### src/hw/rtl/bcl_pkg.sv
package bcl_pkg;

    // Field widths fixed by the interface.
    localparam int OFFSET_W = 64;
    localparam int BASE_W   = 60;
    localparam int TAG_W    = 61;  // 60-bit aligned offset plus one carry bit
    localparam int TAG_OUT_W = 64;
    localparam int FETCH_W  = 52;
    localparam int BIB_W    = 14;
    localparam int WAYIDX_W = 3;
    localparam int CFG_W    = 64;
    localparam int PADDR_W  = 4;

    // Zone number of the raw volume, which is not rebased.
    localparam logic [3:0] RAW_ZONE = 4'd1;

    // Register index, taken from paddr[3] (registers sit 8 bytes apart).
    localparam logic CFG_IDX_BUFFER_BASE = 1'b0;

    typedef struct packed {
        logic load;    // capture the request and reset the scan
        logic issue;   // read the next way from the tag and stamp RAMs
        logic commit;  // write back the chosen way and load the result
    } cmd_t;

    typedef struct packed {
        logic issue_last;  // the way being read now is the last one
    } sts_t;

endpackage

### src/hw/rtl/bcl_ram.sv
module bcl_ram #(
    parameter int WIDTH = 32,
    parameter int DEPTH = 8
) (
    input  logic                     clk,
    input  logic                     we,
    input  logic [$clog2(DEPTH)-1:0] waddr,
    input  logic [WIDTH-1:0]         wdata,
    input  logic                     re,
    input  logic [$clog2(DEPTH)-1:0] raddr,
    output logic [WIDTH-1:0]         rdata
);

    logic [WIDTH-1:0] mem [DEPTH];
    logic [WIDTH-1:0] rdata_reg;

    always_ff @(posedge clk)
    begin
        if (we)
        begin
            mem[waddr] <= wdata;
        end
        if (re)
        begin
            rdata_reg <= mem[raddr];
        end
    end

    assign rdata = rdata_reg;

endmodule

### src/hw/rtl/bcl_datapath.sv
module bcl_datapath #(
    parameter int WAYS        = 6,
    parameter int BLOCK_BYTES = 16384,
    parameter int STAMP_BITS  = 32
) (
    input  logic                           clk,
    input  logic                           rst_n,
    input  bcl_pkg::cmd_t                  cmd,
    output bcl_pkg::sts_t                  sts,
    input  logic [bcl_pkg::OFFSET_W-1:0]   disk_offset,
    input  logic [bcl_pkg::BASE_W-1:0]     buffer_base,
    output logic                           hit,
    output logic [bcl_pkg::WAYIDX_W-1:0]   way_index,
    output logic [bcl_pkg::TAG_OUT_W-1:0]  block_tag,
    output logic [bcl_pkg::FETCH_W-1:0]    fetch_offset,
    output logic [bcl_pkg::BIB_W-1:0]      byte_in_block,
    output logic                           stamp_wrapped
);

    localparam int WAY_W = $clog2(WAYS);
    localparam logic [WAY_W-1:0] LAST_WAY = WAY_W'(WAYS - 1);
    localparam logic [bcl_pkg::OFFSET_W-1:0] BLK_MASK = bcl_pkg::OFFSET_W'(BLOCK_BYTES - 1);
    localparam logic [bcl_pkg::BIB_W-1:0] BIB_MASK = bcl_pkg::BIB_W'(BLOCK_BYTES - 1);

    // Request capture.
    logic [bcl_pkg::TAG_W-1:0]  tag_reg;
    logic [bcl_pkg::BIB_W-1:0]  bib_reg;
    logic [bcl_pkg::OFFSET_W-1:0] aligned;
    logic [bcl_pkg::TAG_W-1:0]  tag_calc;

    // Scan state.
    logic [WAYS-1:0]       valid_reg;
    logic [WAY_W-1:0]      rd_idx_reg;
    logic [WAY_W-1:0]      rd_idx_next;
    logic                  rd_vld_reg;
    logic                  cmp_vld_reg;
    logic [WAY_W-1:0]      cmp_idx_reg;
    logic                  found_reg;
    logic [WAY_W-1:0]      hit_idx_reg;
    logic [STAMP_BITS-1:0] min_stamp_reg;
    logic [WAY_W-1:0]      min_idx_reg;
    logic [STAMP_BITS-1:0] use_cnt_reg;
    logic [STAMP_BITS-1:0] use_cnt_next;

    // RAM read data and compare terms.
    logic [bcl_pkg::TAG_W-1:0] tag_rdata;
    logic [STAMP_BITS-1:0]     stamp_rdata;
    logic [STAMP_BITS-1:0]     stamp_eff;
    logic                      match;
    logic [WAY_W-1:0]          pick;

    // Result register.
    logic                           hit_reg;
    logic [bcl_pkg::WAYIDX_W-1:0]   way_index_reg;
    logic [bcl_pkg::TAG_OUT_W-1:0]  block_tag_reg;
    logic [bcl_pkg::FETCH_W-1:0]    fetch_offset_reg;
    logic [bcl_pkg::BIB_W-1:0]      byte_in_block_reg;
    logic                           stamp_wrapped_reg;

    always_comb
    begin
        aligned = disk_offset & ~BLK_MASK;
        if (disk_offset[63:60] != bcl_pkg::RAW_ZONE)
        begin
            tag_calc = {1'b0, aligned[59:0]} + {1'b0, buffer_base};
        end
        else
        begin
            tag_calc = {1'b0, aligned[59:0]};
        end
    end

    assign rd_idx_next  = rd_idx_reg + WAY_W'(1);
    assign use_cnt_next = use_cnt_reg + STAMP_BITS'(1);
    assign sts.issue_last = (rd_idx_reg == LAST_WAY);

    // A way never written reads as an invalid tag with a zero stamp.
    assign stamp_eff = rd_vld_reg ? stamp_rdata : '0;
    assign match     = rd_vld_reg && (tag_rdata == tag_reg);
    assign pick      = found_reg ? hit_idx_reg : min_idx_reg;

    bcl_ram #(
        .WIDTH (bcl_pkg::TAG_W),
        .DEPTH (WAYS)
    ) u_tag_ram (
        .clk   (clk),
        .we    (cmd.commit && !found_reg),
        .waddr (pick),
        .wdata (tag_reg),
        .re    (cmd.issue),
        .raddr (rd_idx_reg),
        .rdata (tag_rdata)
    );

    bcl_ram #(
        .WIDTH (STAMP_BITS),
        .DEPTH (WAYS)
    ) u_stamp_ram (
        .clk   (clk),
        .we    (cmd.commit),
        .waddr (pick),
        .wdata (use_cnt_next),
        .re    (cmd.issue),
        .raddr (rd_idx_reg),
        .rdata (stamp_rdata)
    );

    // Control state of the scan.
    always_ff @(posedge clk or negedge rst_n)
    begin
        if (!rst_n)
        begin
            valid_reg   <= '0;
            rd_idx_reg  <= '0;
            cmp_vld_reg <= 1'b0;
            found_reg   <= 1'b0;
            use_cnt_reg <= '0;
        end
        else
        begin
            cmp_vld_reg <= cmd.issue;
            if (cmd.load)
            begin
                rd_idx_reg <= '0;
                found_reg  <= 1'b0;
            end
            else
            begin
                if (cmd.issue)
                begin
                    rd_idx_reg <= rd_idx_next;
                end
                if (cmp_vld_reg && match)
                begin
                    found_reg <= 1'b1;
                end
            end
            if (cmd.commit)
            begin
                valid_reg[pick] <= 1'b1;
                use_cnt_reg     <= use_cnt_next;
            end
        end
    end

    // Payload registers.
    always_ff @(posedge clk)
    begin
        if (cmd.load)
        begin
            tag_reg <= tag_calc;
            bib_reg <= disk_offset[bcl_pkg::BIB_W-1:0] & BIB_MASK;
        end
        if (cmd.issue)
        begin
            rd_vld_reg  <= valid_reg[rd_idx_reg];
            cmp_idx_reg <= rd_idx_reg;
        end
        if (cmp_vld_reg)
        begin
            // The first match wins; later matches cannot occur for a valid tag.
            if (match && !found_reg)
            begin
                hit_idx_reg <= cmp_idx_reg;
            end
            // Strictly smaller keeps the lowest way on ties.
            if (cmp_idx_reg == '0 || stamp_eff < min_stamp_reg)
            begin
                min_stamp_reg <= stamp_eff;
                min_idx_reg   <= cmp_idx_reg;
            end
        end
        if (cmd.commit)
        begin
            hit_reg           <= found_reg;
            way_index_reg     <= bcl_pkg::WAYIDX_W'(pick);
            block_tag_reg     <= bcl_pkg::TAG_OUT_W'(tag_reg);
            fetch_offset_reg  <= tag_reg[bcl_pkg::FETCH_W-1:0];
            byte_in_block_reg <= bib_reg;
            stamp_wrapped_reg <= (use_cnt_next == '0);
        end
    end

    assign hit           = hit_reg;
    assign way_index     = way_index_reg;
    assign block_tag     = block_tag_reg;
    assign fetch_offset  = fetch_offset_reg;
    assign byte_in_block = byte_in_block_reg;
    assign stamp_wrapped = stamp_wrapped_reg;

`ifndef ASSERT_OFF
    // The last way's compare must be folded in before the way is chosen.
    a_no_commit_during_compare: assert property (@(posedge clk) disable iff (!rst_n)
        cmp_vld_reg |-> !cmd.commit)
        else $error("commit while a way compare is still pending");
`endif

endmodule

### src/hw/rtl/bcl_ctrl.sv
module bcl_ctrl (
    input  logic          clk,
    input  logic          rst_n,
    input  logic          req_valid,
    output logic          req_ready,
    output logic          rsp_valid,
    input  logic          rsp_ready,
    output bcl_pkg::cmd_t cmd,
    input  bcl_pkg::sts_t sts
);

    localparam logic [1:0] ST_IDLE   = 2'd0;
    localparam logic [1:0] ST_SCAN   = 2'd1;
    localparam logic [1:0] ST_DRAIN  = 2'd2;
    localparam logic [1:0] ST_COMMIT = 2'd3;

    logic [1:0] state_reg;
    logic [1:0] state_next;
    logic       rsp_valid_reg;
    logic       rsp_valid_next;

    always_comb
    begin
        state_next = state_reg;
        cmd        = '0;
        req_ready  = 1'b0;
        unique case (state_reg)
            ST_IDLE:
            begin
                req_ready = 1'b1;
                if (req_valid)
                begin
                    cmd.load   = 1'b1;
                    state_next = ST_SCAN;
                end
            end
            ST_SCAN:
            begin
                cmd.issue = 1'b1;
                if (sts.issue_last)
                begin
                    state_next = ST_DRAIN;
                end
            end
            ST_DRAIN:
            begin
                state_next = ST_COMMIT;
            end
            ST_COMMIT:
            begin
                if (!rsp_valid_reg || rsp_ready)
                begin
                    cmd.commit = 1'b1;
                    state_next = ST_IDLE;
                end
            end
            default:
            begin
                state_next = ST_IDLE;
            end
        endcase
    end

    always_comb
    begin
        priority if (cmd.commit)
        begin
            rsp_valid_next = 1'b1;
        end
        else if (rsp_ready)
        begin
            rsp_valid_next = 1'b0;
        end
        else
        begin
            rsp_valid_next = rsp_valid_reg;
        end
    end

    always_ff @(posedge clk or negedge rst_n)
    begin
        if (!rst_n)
        begin
            state_reg     <= ST_IDLE;
            rsp_valid_reg <= 1'b0;
        end
        else
        begin
            state_reg     <= state_next;
            rsp_valid_reg <= rsp_valid_next;
        end
    end

    assign rsp_valid = rsp_valid_reg;

`ifndef ASSERT_OFF
    a_one_lookup_at_a_time: assert property (@(posedge clk) disable iff (!rst_n)
        req_valid && req_ready |=> !req_ready)
        else $error("second word accepted before the lookup finished");
    a_no_result_overwrite: assert property (@(posedge clk) disable iff (!rst_n)
        cmd.commit |-> (!rsp_valid_reg || rsp_ready))
        else $error("result register overwritten while still waiting");
    a_commands_exclusive: assert property (@(posedge clk) disable iff (!rst_n)
        $onehot0({cmd.load, cmd.issue, cmd.commit}))
        else $error("more than one datapath command in a cycle");
`endif

endmodule

### src/hw/rtl/block_cache_lru_lookup.sv
// Lookups run one at a time: capture, a scan of every way, a drain state, then commit.
// The scan reads the tag and stamp RAMs one way per cycle through their single
//   read port.
// Reset (rst_n, asynchronous, active low): every way reads as invalid with a zero stamp
//   through per-way valid flops, the use counter and buffer_base clear to zero, and the
//   block takes requests as soon as reset is released, with no clearing pass.
module block_cache_lru_lookup #(
    parameter int WAYS        = 6,
    parameter int BLOCK_BYTES = 16384,
    parameter int STAMP_BITS  = 32
) (
    input  logic                           clk,
    input  logic                           rst_n,

    // Configuration port.
    input  logic                           psel,
    input  logic                           penable,
    input  logic                           pwrite,
    input  logic [bcl_pkg::PADDR_W-1:0]    paddr,
    input  logic [bcl_pkg::CFG_W-1:0]      pwdata,
    output logic [bcl_pkg::CFG_W-1:0]      prdata,
    output logic                           pready,

    // Request channel: one disk offset per word.
    input  logic                           req_valid,
    output logic                           req_ready,
    input  logic [bcl_pkg::OFFSET_W-1:0]   disk_offset,

    // Result channel: one word per lookup.
    output logic                           rsp_valid,
    input  logic                           rsp_ready,
    output logic                           hit,
    output logic [bcl_pkg::WAYIDX_W-1:0]   way_index,
    output logic [bcl_pkg::TAG_OUT_W-1:0]  block_tag,
    output logic [bcl_pkg::FETCH_W-1:0]    fetch_offset,
    output logic [bcl_pkg::BIB_W-1:0]      byte_in_block,
    output logic                           stamp_wrapped
);

    // The only register, buffer_base, sits at byte address 0. Registers are 8 bytes
    // apart, so paddr[3] is the register index and a write with it set is dropped.
    // Bits above bit 59 of the written word are discarded.
    logic [bcl_pkg::BASE_W-1:0] buffer_base_reg;
    logic                       cfg_write;

    bcl_pkg::cmd_t cmd;
    bcl_pkg::sts_t sts;

    assign pready    = 1'b1;
    assign cfg_write = psel && penable && pwrite;

    always_ff @(posedge clk or negedge rst_n)
    begin
        if (!rst_n)
        begin
            buffer_base_reg <= '0;
        end
        else if (cfg_write && paddr[3] == bcl_pkg::CFG_IDX_BUFFER_BASE)
        begin
            buffer_base_reg <= pwdata[bcl_pkg::BASE_W-1:0];
        end
    end

    always_comb
    begin
        if (paddr[3] == bcl_pkg::CFG_IDX_BUFFER_BASE)
        begin
            prdata = bcl_pkg::CFG_W'(buffer_base_reg);
        end
        else
        begin
            prdata = '0;
        end
    end

    // The controller sequences each lookup: capture the request, read every way
    // once, let the final compare settle, then commit the chosen way and load the
    // result register. The result register frees the request side, so a new word
    // is taken while the previous result still waits on rsp_ready.
    bcl_ctrl u_ctrl (
        .clk       (clk),
        .rst_n     (rst_n),
        .req_valid (req_valid),
        .req_ready (req_ready),
        .rsp_valid (rsp_valid),
        .rsp_ready (rsp_ready),
        .cmd       (cmd),
        .sts       (sts)
    );

    // The datapath forms the block tag (aligned, rebased outside the raw-volume
    // zone), scans the ways for the first matching tag while tracking the first
    // smallest use stamp, and on commit writes the new stamp and, on a miss, the tag.
    bcl_datapath #(
        .WAYS        (WAYS),
        .BLOCK_BYTES (BLOCK_BYTES),
        .STAMP_BITS  (STAMP_BITS)
    ) u_datapath (
        .clk           (clk),
        .rst_n         (rst_n),
        .cmd           (cmd),
        .sts           (sts),
        .disk_offset   (disk_offset),
        .buffer_base   (buffer_base_reg),
        .hit           (hit),
        .way_index     (way_index),
        .block_tag     (block_tag),
        .fetch_offset  (fetch_offset),
        .byte_in_block (byte_in_block),
        .stamp_wrapped (stamp_wrapped)
    );

endmodule

### config.mk
export PLATFORM = sky130hd
export DESIGN_NAME = block_cache_lru_lookup
export DESIGN_NICKNAME = d
export VERILOG_FILES = /design/src/hw/rtl/bcl_pkg.sv /design/src/hw/rtl/bcl_ram.sv /design/src/hw/rtl/bcl_datapath.sv /design/src/hw/rtl/bcl_ctrl.sv /design/src/hw/rtl/block_cache_lru_lookup.sv
export SDC_FILE = /design/constraint.sdc
export NUM_CORES = 1
export LEC_CHECK = 0
export ABC_AREA = 0
export BUFFER_PORTS_ARGS = -buffer_cell sky130_fd_sc_hd__buf_2
export CORE_ASPECT_RATIO = 1.4
export CORE_MARGIN = 4
export CORE_UTILIZATION = 50
export DETAILED_ROUTE_END_ITERATION = 6
export GPL_TIMING_DRIVEN = 1
export PLACE_DENSITY_LB_ADDON = 0.25
export SYNTH_ARGS = -nofsm -noshare
export SYNTH_HDL_FRONTEND = slang
export SYNTH_SLANG_ARGS = --single-unit
### constraint.sdc
create_clock -name clk -period 16.73 [get_ports clk]
set_input_delay 0.8365 -clock clk [delete_from_list [all_inputs] [get_ports clk]]
set_output_delay 0.8365 -clock clk [all_outputs]
set_load 0.05 [all_outputs]
* Word level (Yosys, flattened, before mapping)
Memory sizes are Yosys's and may differ from the RTL's. A register that Yosys moved wholly into a read port is not among the register bits. Index checks and enable logic that the tools add are counted.
Word-level totals: register bits 355, memory bits (writable) 558, word-level logic and storage cells 91, memories 2
Operators by class: $add $sub $neg 3, order comparisons 4, equal/unequal tests 9, muxes and demuxes 28, bitwise gates (word level) 2, reduce and logical (&&, ||, !) cells 21
Memory list:
- u_datapath.u_tag_ram.mem | depth 6, width 61, rd ports 1, clocked after Yosys merged registers in 1, wr ports 1, line bcl_ram.sv:14 | logic [WIDTH-1:0] mem [DEPTH];
- u_datapath.u_stamp_ram.mem | depth 6, width 32, rd ports 1, clocked after Yosys merged registers in 1, wr ports 1, line bcl_ram.sv:14
Operator list (number):
- $mux W60 | 2
- $add A60 B60 Y61 | 1
- $eq A61 B61 Y1 | 1
- $add A32 B1 Y32 const B | 1
- $logic_not A32 Y1 | 1
- $lt A32 B32 Y1 | 1
- $mux W32 | 1
- $mux W1 | 16
- $mux W3 | 3
- $logic_and A1 B1 Y1 | 8
- $lt A3 B4 Y1 const B | 2
- $pmux W2 S4 | 1
- $mux W2 | 3
- $or A6 B6 Y6 | 1
- $reduce_bool A2 Y1 | 3
- $eq A2 B2 Y1 const B | 2
- $ne A2 B2 Y1 const B | 2
- $ne A4 B1 Y1 const B | 1
- $reduce_and A2 Y1 | 2
- $add A3 B1 Y3 const B | 1
- $bmux W1 S3 | 1
- $demux W1 S3 | 1
- $eq A3 B3 Y1 const B | 1
- $ge A3 B1 Y1 const B | 1
- 8 further kinds | 10

* Depth between registers and ports, before layout
word-level depth 7, depth in mapped cells 12, gate-level depth less buffers 12

* Modules after synthesis
From an unflattened synthesis, not the netlist that was laid out.
Unflattened totals: cells, all modules 2652, area total of the unflattened synthesis 41041.9 um2
By module, submodules not included:
- bcl_ram (u_datapath.u_tag_ram) | instances 1, cells each 785, area an instance 16115.5 um2, sequential area each 12822.3 um2
- bcl_datapath | instances 1, cells each 1228, area an instance 13604.3 um2, sequential area each 6991.7 um2
- bcl_ram (u_datapath.u_stamp_ram) | instances 1, cells each 418, area an instance 8379.3 um2, sequential area each 6726.5 um2
- block_cache_lru_lookup | instances 1, cells each 200, area an instance 2703.8 um2, sequential area each 1501.4 um2
- bcl_ctrl | instances 1, cells each 21, area an instance 239.0 um2, sequential area each 75.1 um2

* Worst setup path after synthesis
OpenSTA, ideal clock, no wires.
kind input-to-reg, start point in rsp_ready, end point mem u_datapath.u_tag_ram.mem[2][0] (netlist name) (enable), setup time 0.555 ns, arrival 5.659 ns, required time 16.175 ns, path slack 10.517 ns, stages 5, buffers on the path 0, cells stage by stage nand2b_1 nand2_1 clkinv_1 nand2b_1 nor3_1
Between the ends: longest elaborated chain between the ends 6
Ends and longest elaborated chain:
- start: declaration | line block_cache_lru_lookup.sv:31 | input logic rsp_ready,
- $logic_or A1 B1 Y1 | line bcl_ctrl.sv:51 | if (!rsp_valid_reg || rsp_ready)
- $mux W1 | line bcl_ctrl.sv:51
- $mux W1 | line bcl_ctrl.sv:27 | unique case (state_reg)
- $logic_and A1 B1 Y1 | line bcl_datapath.sv:87 | .we (cmd.commit && !found_reg),
- $mux W1 | line bcl_ram.sv:19 | if (we)
- $mux W1 (implied by the code) | line bcl_ram.sv:21 | mem[waddr] <= wdata;
- end: declaration | line bcl_ram.sv:14
Every way passes these cells.

* Worst setup path after layout
start point reg u_datapath.rd_vld_reg, end point reg u_datapath.min_stamp_reg[9] (enable)
Between the ends: longest elaborated chain between the ends 4
Ends and longest elaborated chain:
- start: declaration | line bcl_datapath.sv:35 | logic rd_vld_reg;
- start signal: assignment | line bcl_datapath.sv:156 | rd_vld_reg <= valid_reg[rd_idx_reg];
- $mux W32 | line bcl_datapath.sv:78 | assign stamp_eff = rd_vld_reg ? stamp_rdata : '0;
- net u_datapath.stamp_eff[17] | line bcl_datapath.sv:48 | logic [STAMP_BITS-1:0] stamp_eff;
- $lt A32 B32 Y1 | line bcl_datapath.sv:167 | if (cmp_idx_reg == '0 || stamp_eff < min_stamp_reg)
- $logic_or A1 B1 Y1 | line bcl_datapath.sv:167
- $reduce_and A2 Y1 (no line)
- end signal: assignment | line bcl_datapath.sv:169 | min_stamp_reg <= stamp_eff;
- end: declaration | line bcl_datapath.sv:40 | logic [STAMP_BITS-1:0] min_stamp_reg;
The timed path passes the listed nets, and every way through them passes these cells. A chain may end at the register's enable or synchronous reset.

==> results.py <==
metrics = {
    "power": {
        "p_leak_nw": 16.8,
        "power_frac_comb_pct": 28.5,
        "total_power_mw": 7.71,
        "power.internal_mw": 5.12,
        "p_switching_mw": 2.59,
        "pwr-share-seq_pct": 45.4,
        "ir_drop_v": 0.000127,
        "power_density_mw_per_mm2": 169,
        "pwr-share-clk_pct": 26.2,
        "switching_share_pct": 33.6,
    },
    "clock_tree": {
        "cts_hold_buf": 0,
        "post_cts_buffers": 0,
        "cts_made_buffers": 88,
        "cts_tree": "built",
        "ctsResizeCount": 0,
        "clockRootBuffer": "clkbuf_16",
        "cts_sinks": 954,
        "insertion_delay_ns": 0.65,
        "cts_max_level": 3,
        "clockBufferDepth": 3,
        "path_clk_slew_ns": 0.06,
    },
    "timing": {
        "final-setup-viol-count": 0,
        "fin_crit_sh_pct": 24.6,
        "period_minus_slack_ns": 4.12,
        "relSlewSlack_pct": 26.4,
        "report.final.slew_viol_count": 0,
        "fin_skew_ns": 0.0184,
        "max_freq_ghz": 0.243,
        "tightest_slew_ns": 1.10,
        "hold_viol": 0,
        "rsz0062_at_grt": "no",
        "setup_tns_ns": 0,
    },
    "synth": {
        "yosys.area.top_type": "edfxtp_1",
        "ys_types": 74,
        "ys_seq_area_share_pct": 69.7,
        "synth_edf_count": 848,
        "yosysWarnings": 0,
        "syn_avg_cell_area_um2": 15.5,
        "yosys.area.top_type_share_pct": 63.1,
        "ys.flop_type": "edfxtp_1",
        "ys_ff_latch": 954,
        "synth_area_leaders": "edfxtp_1, dfrtp_1, mux4_2, ha_1, mux2i_1",
        "syn_area_mm2": 0.0403,
        "async_reset_ff_share_pct": 11.1,
        "synthCells": 2597,
    },
    "global_route": {
        "grt_pass1_wl_um": 136000,
        "antenna_found_initial": 0,
        "grt_max_degree": 157,
        "grt_usage_pct": 21.0,
        "grt_pass1_vias": 23426,
        "grt-ovfl-total": 0,
    },
    "route": {
        "via_per_inst": 5.57,
        "firstDrtPassIters": 6,
        "postRouteAntennaNets": 0,
        "routed_wl_um": 89700,
        "vias": 22369,
        "drc": 0,
        "first_iter_violations": 1602,
        "wl_per_cell_um": 22.3,
    },
    "placement": {
        "place_congestion": 0.924,
        "port_buffers": 325,
        "dp_hpwl_um": 56300,
    },
    "hold_path": {
        "worstHoldPathType": "input pin to asynchronous set/reset pin",
    },
    "final_layout": {
        "syn2layout_area_growth_pct": 13.2,
        "top_regs": "u_datapath.u_tag_ram.mem x366, u_datapath.u_stamp_ram.mem x192",
        "nNetsFinal": 3101,
        "drive_gt1_share_pct": 23.1,
        "fillers": 6149,
        "top_register": "u_datapath.u_tag_ram.mem",
        "utilization_pct": 57.0,
        "largest_register_ffs": 366,
    },
    "critical_path": {
        "worstPathArrival_ns": 4.38,
        "critPathMaxStageDelay_ns": 0.82,
        "crit_chain": "buf_4 > and2_1 > ha_1 > a21o_1 > a21o_1 > a21o_1 > a21o_1 > a21oi_1 > a2bb2oi_1 > o211ai_1 > a21oi_1 > o21a_2",
        "crit_fanout": 35,
        "required_ns": 16.99,
        "reg2reg_slack_ns": 12.62,
        "reg2reg_depth": 12,
        "r2r_end": "u_datapath.min_stamp_reg[9]$_DFFE_PP_",
        "cp_num_buf_inv": 1,
        "worst-setup-path-type": "flop to flop",
        "slowest_stage": "o21a_2",
        "start_kind": "flop",
        "cp-end-kind": "flop",
        "critPathTopFamily": "compound AO/OA/AOI/OAI gates",
        "cp_common_cell": "a21o_1",
        "reg2reg_from": "u_datapath.rd_vld_reg$_DFFE_PP_",
    },
    "floorplan": {
        "die_h_um": 344,
        "start_util_pct": 50.3,
        "fp-row-count": 123,
        "die-width_um": 248,
        "io_pins": 341,
        "dieArea_mm2": 0.0854,
        "core-area_mm2": 0.0802,
    },
    "run_status": {
        "outcome": "finished, final reports clean",
    },
    "run": {
        "cap_violations": 0,
    },
}
## logic make-up after synthesis
kind of cell	share of synthesized area, %
multiplexers	9.36
buffers and inverters	2.79
adder cells (fa/ha/maj)	2.69
other	0.0186
XOR/XNOR	3.30
AND/OR/NAND/NOR	6.88
AO/OA/AOI/OAI	5.27
flip-flops	69.7
## worst max path at each step
stage                                                       end                       startpoint  cells after the start
CTS                       u_datapath.min_stamp_reg[9]$_DFFE_PP_  u_datapath.rd_vld_reg$_DFFE_PP_                     12
global placement    u_datapath.u_stamp_ram.mem[3][28]$_DFFE_PP_                        rsp_ready                      7
global route              u_datapath.min_stamp_reg[9]$_DFFE_PP_  u_datapath.rd_vld_reg$_DFFE_PP_                     12
detailed placement  u_datapath.u_stamp_ram.mem[3][25]$_DFFE_PP_                        rsp_ready                      7
floorplan              u_datapath.u_tag_ram.mem[2][0]$_DFFE_PP_                        rsp_ready                      5
finish                    u_datapath.min_stamp_reg[9]$_DFFE_PP_  u_datapath.rd_vld_reg$_DFFE_PP_                     12
## metrics by stage
| step | setup WS, ns | cells | hold WS [ns] | instance area [µm²] |
|---|---|---|---|---|
| after global placement | 12.30 | 3848 | 0.401 | 42800 |
| final | 12.62 | 4014 | 0.256 | 45700 |
| after global routing | 12.39 | 4012 | 0.301 | 45700 |
| after floorplan | 10.52 | 2603 | 0.400 | 40400 |
| after CTS | 12.52 | 4012 | 0.282 | 45700 |
| after detailed placement | 12.26 | 3848 | 0.405 | 42800 |
## cell type report
| type | instances | area [µm²] | area share, % |
|---|---|---|---|
| Sequential cell | 954 | 28100 | 61.6 |
| Multi-Input combinational cell | 1413 | 11200 | 24.5 |
| Clock buffer | 112 | 2380 | 5.22 |
| Timing Repair Buffer | 351 | 1850 | 4.05 |
| Tap cell | 1062 | 1330 | 2.91 |
| Clock inverter | 52 | 520 | 1.14 |
| Inverter | 68 | 258 | 0.564 |
| Antenna cell | 2 | 5.00 | 0.0110 |
## metal layers
metal / GRT usage [%] / routed length (µm) / vias to the layer above
met4: 6.77 / 2470 / 0
met1: 26.1 / 35100 / 11227
li1: - / - / 10278
met5: 0 / 0 / -
met2: 37.9 / 47600 / 725
met3: 3.04 / 4500 / 139
## synthesized netlist by cell type, types with 3 or more instances
library cell / count
inv_1: 67
nand3b_1: 3
nand3_2: 3
a21oi_1: 188
buf_1: 20
xnor2_1: 85
o21ai_0: 50
mux4_2: 94
nand4_1: 20
and3_1: 11
dfrtp_1: 106
xor2_1: 67
nand3_1: 30
and2_1: 53
mux2i_1: 97
buf_2: 7
edfxtp_1: 848
a21o_1: 33
or2_2: 8
mux2_2: 61
o22ai_1: 3
a211o_1: 4
o21a_1: 10
nor4_1: 16
nor4b_1: 3
ha_1: 85
nor3_1: 25
or3_1: 6
o211ai_1: 6
nor2b_1: 64
o2111ai_1: 3
a211oi_1: 14
a31oi_1: 8
o31ai_1: 4
nor2_1: 187
clkbuf_1: 79
nand2_1: 105
nand2b_1: 8
o21bai_1: 10
buf_4: 62
## power groups by stage
stage               Combinational (mW)  Sequential, mW  Clock (mW)
CTS                               2.23            3.50        2.06
global placement                  2.18            3.52           0
finish                            2.19            3.50        2.02
floorplan                         1.54            3.58           0
global route                      2.39            3.54        2.16
detailed placement                2.21            3.54           0
## placed cells by master (no fill, tap or decap), types with 20 or more instances in the layout
master	synthesis	final
a21oi_1	188	188
clkbuf_16	0	89
nand3_1	30	30
o21ai_0	50	50
buf_2	7	324
nand2_1	105	105
nand4_1	20	20
ha_1	85	84
mux2_2	61	61
buf_4	62	25
inv_1	67	67
and2_1	53	52
nor2b_1	64	64
dfrtp_1	106	103
xor2_1	67	67
edfxtp_1	848	848
nor2_1	187	181
mux2i_1	97	97
xnor2_1	85	85
a21o_1	33	33
mux4_2	94	94
No activity file was read; power rests on OpenSTA's default activity.
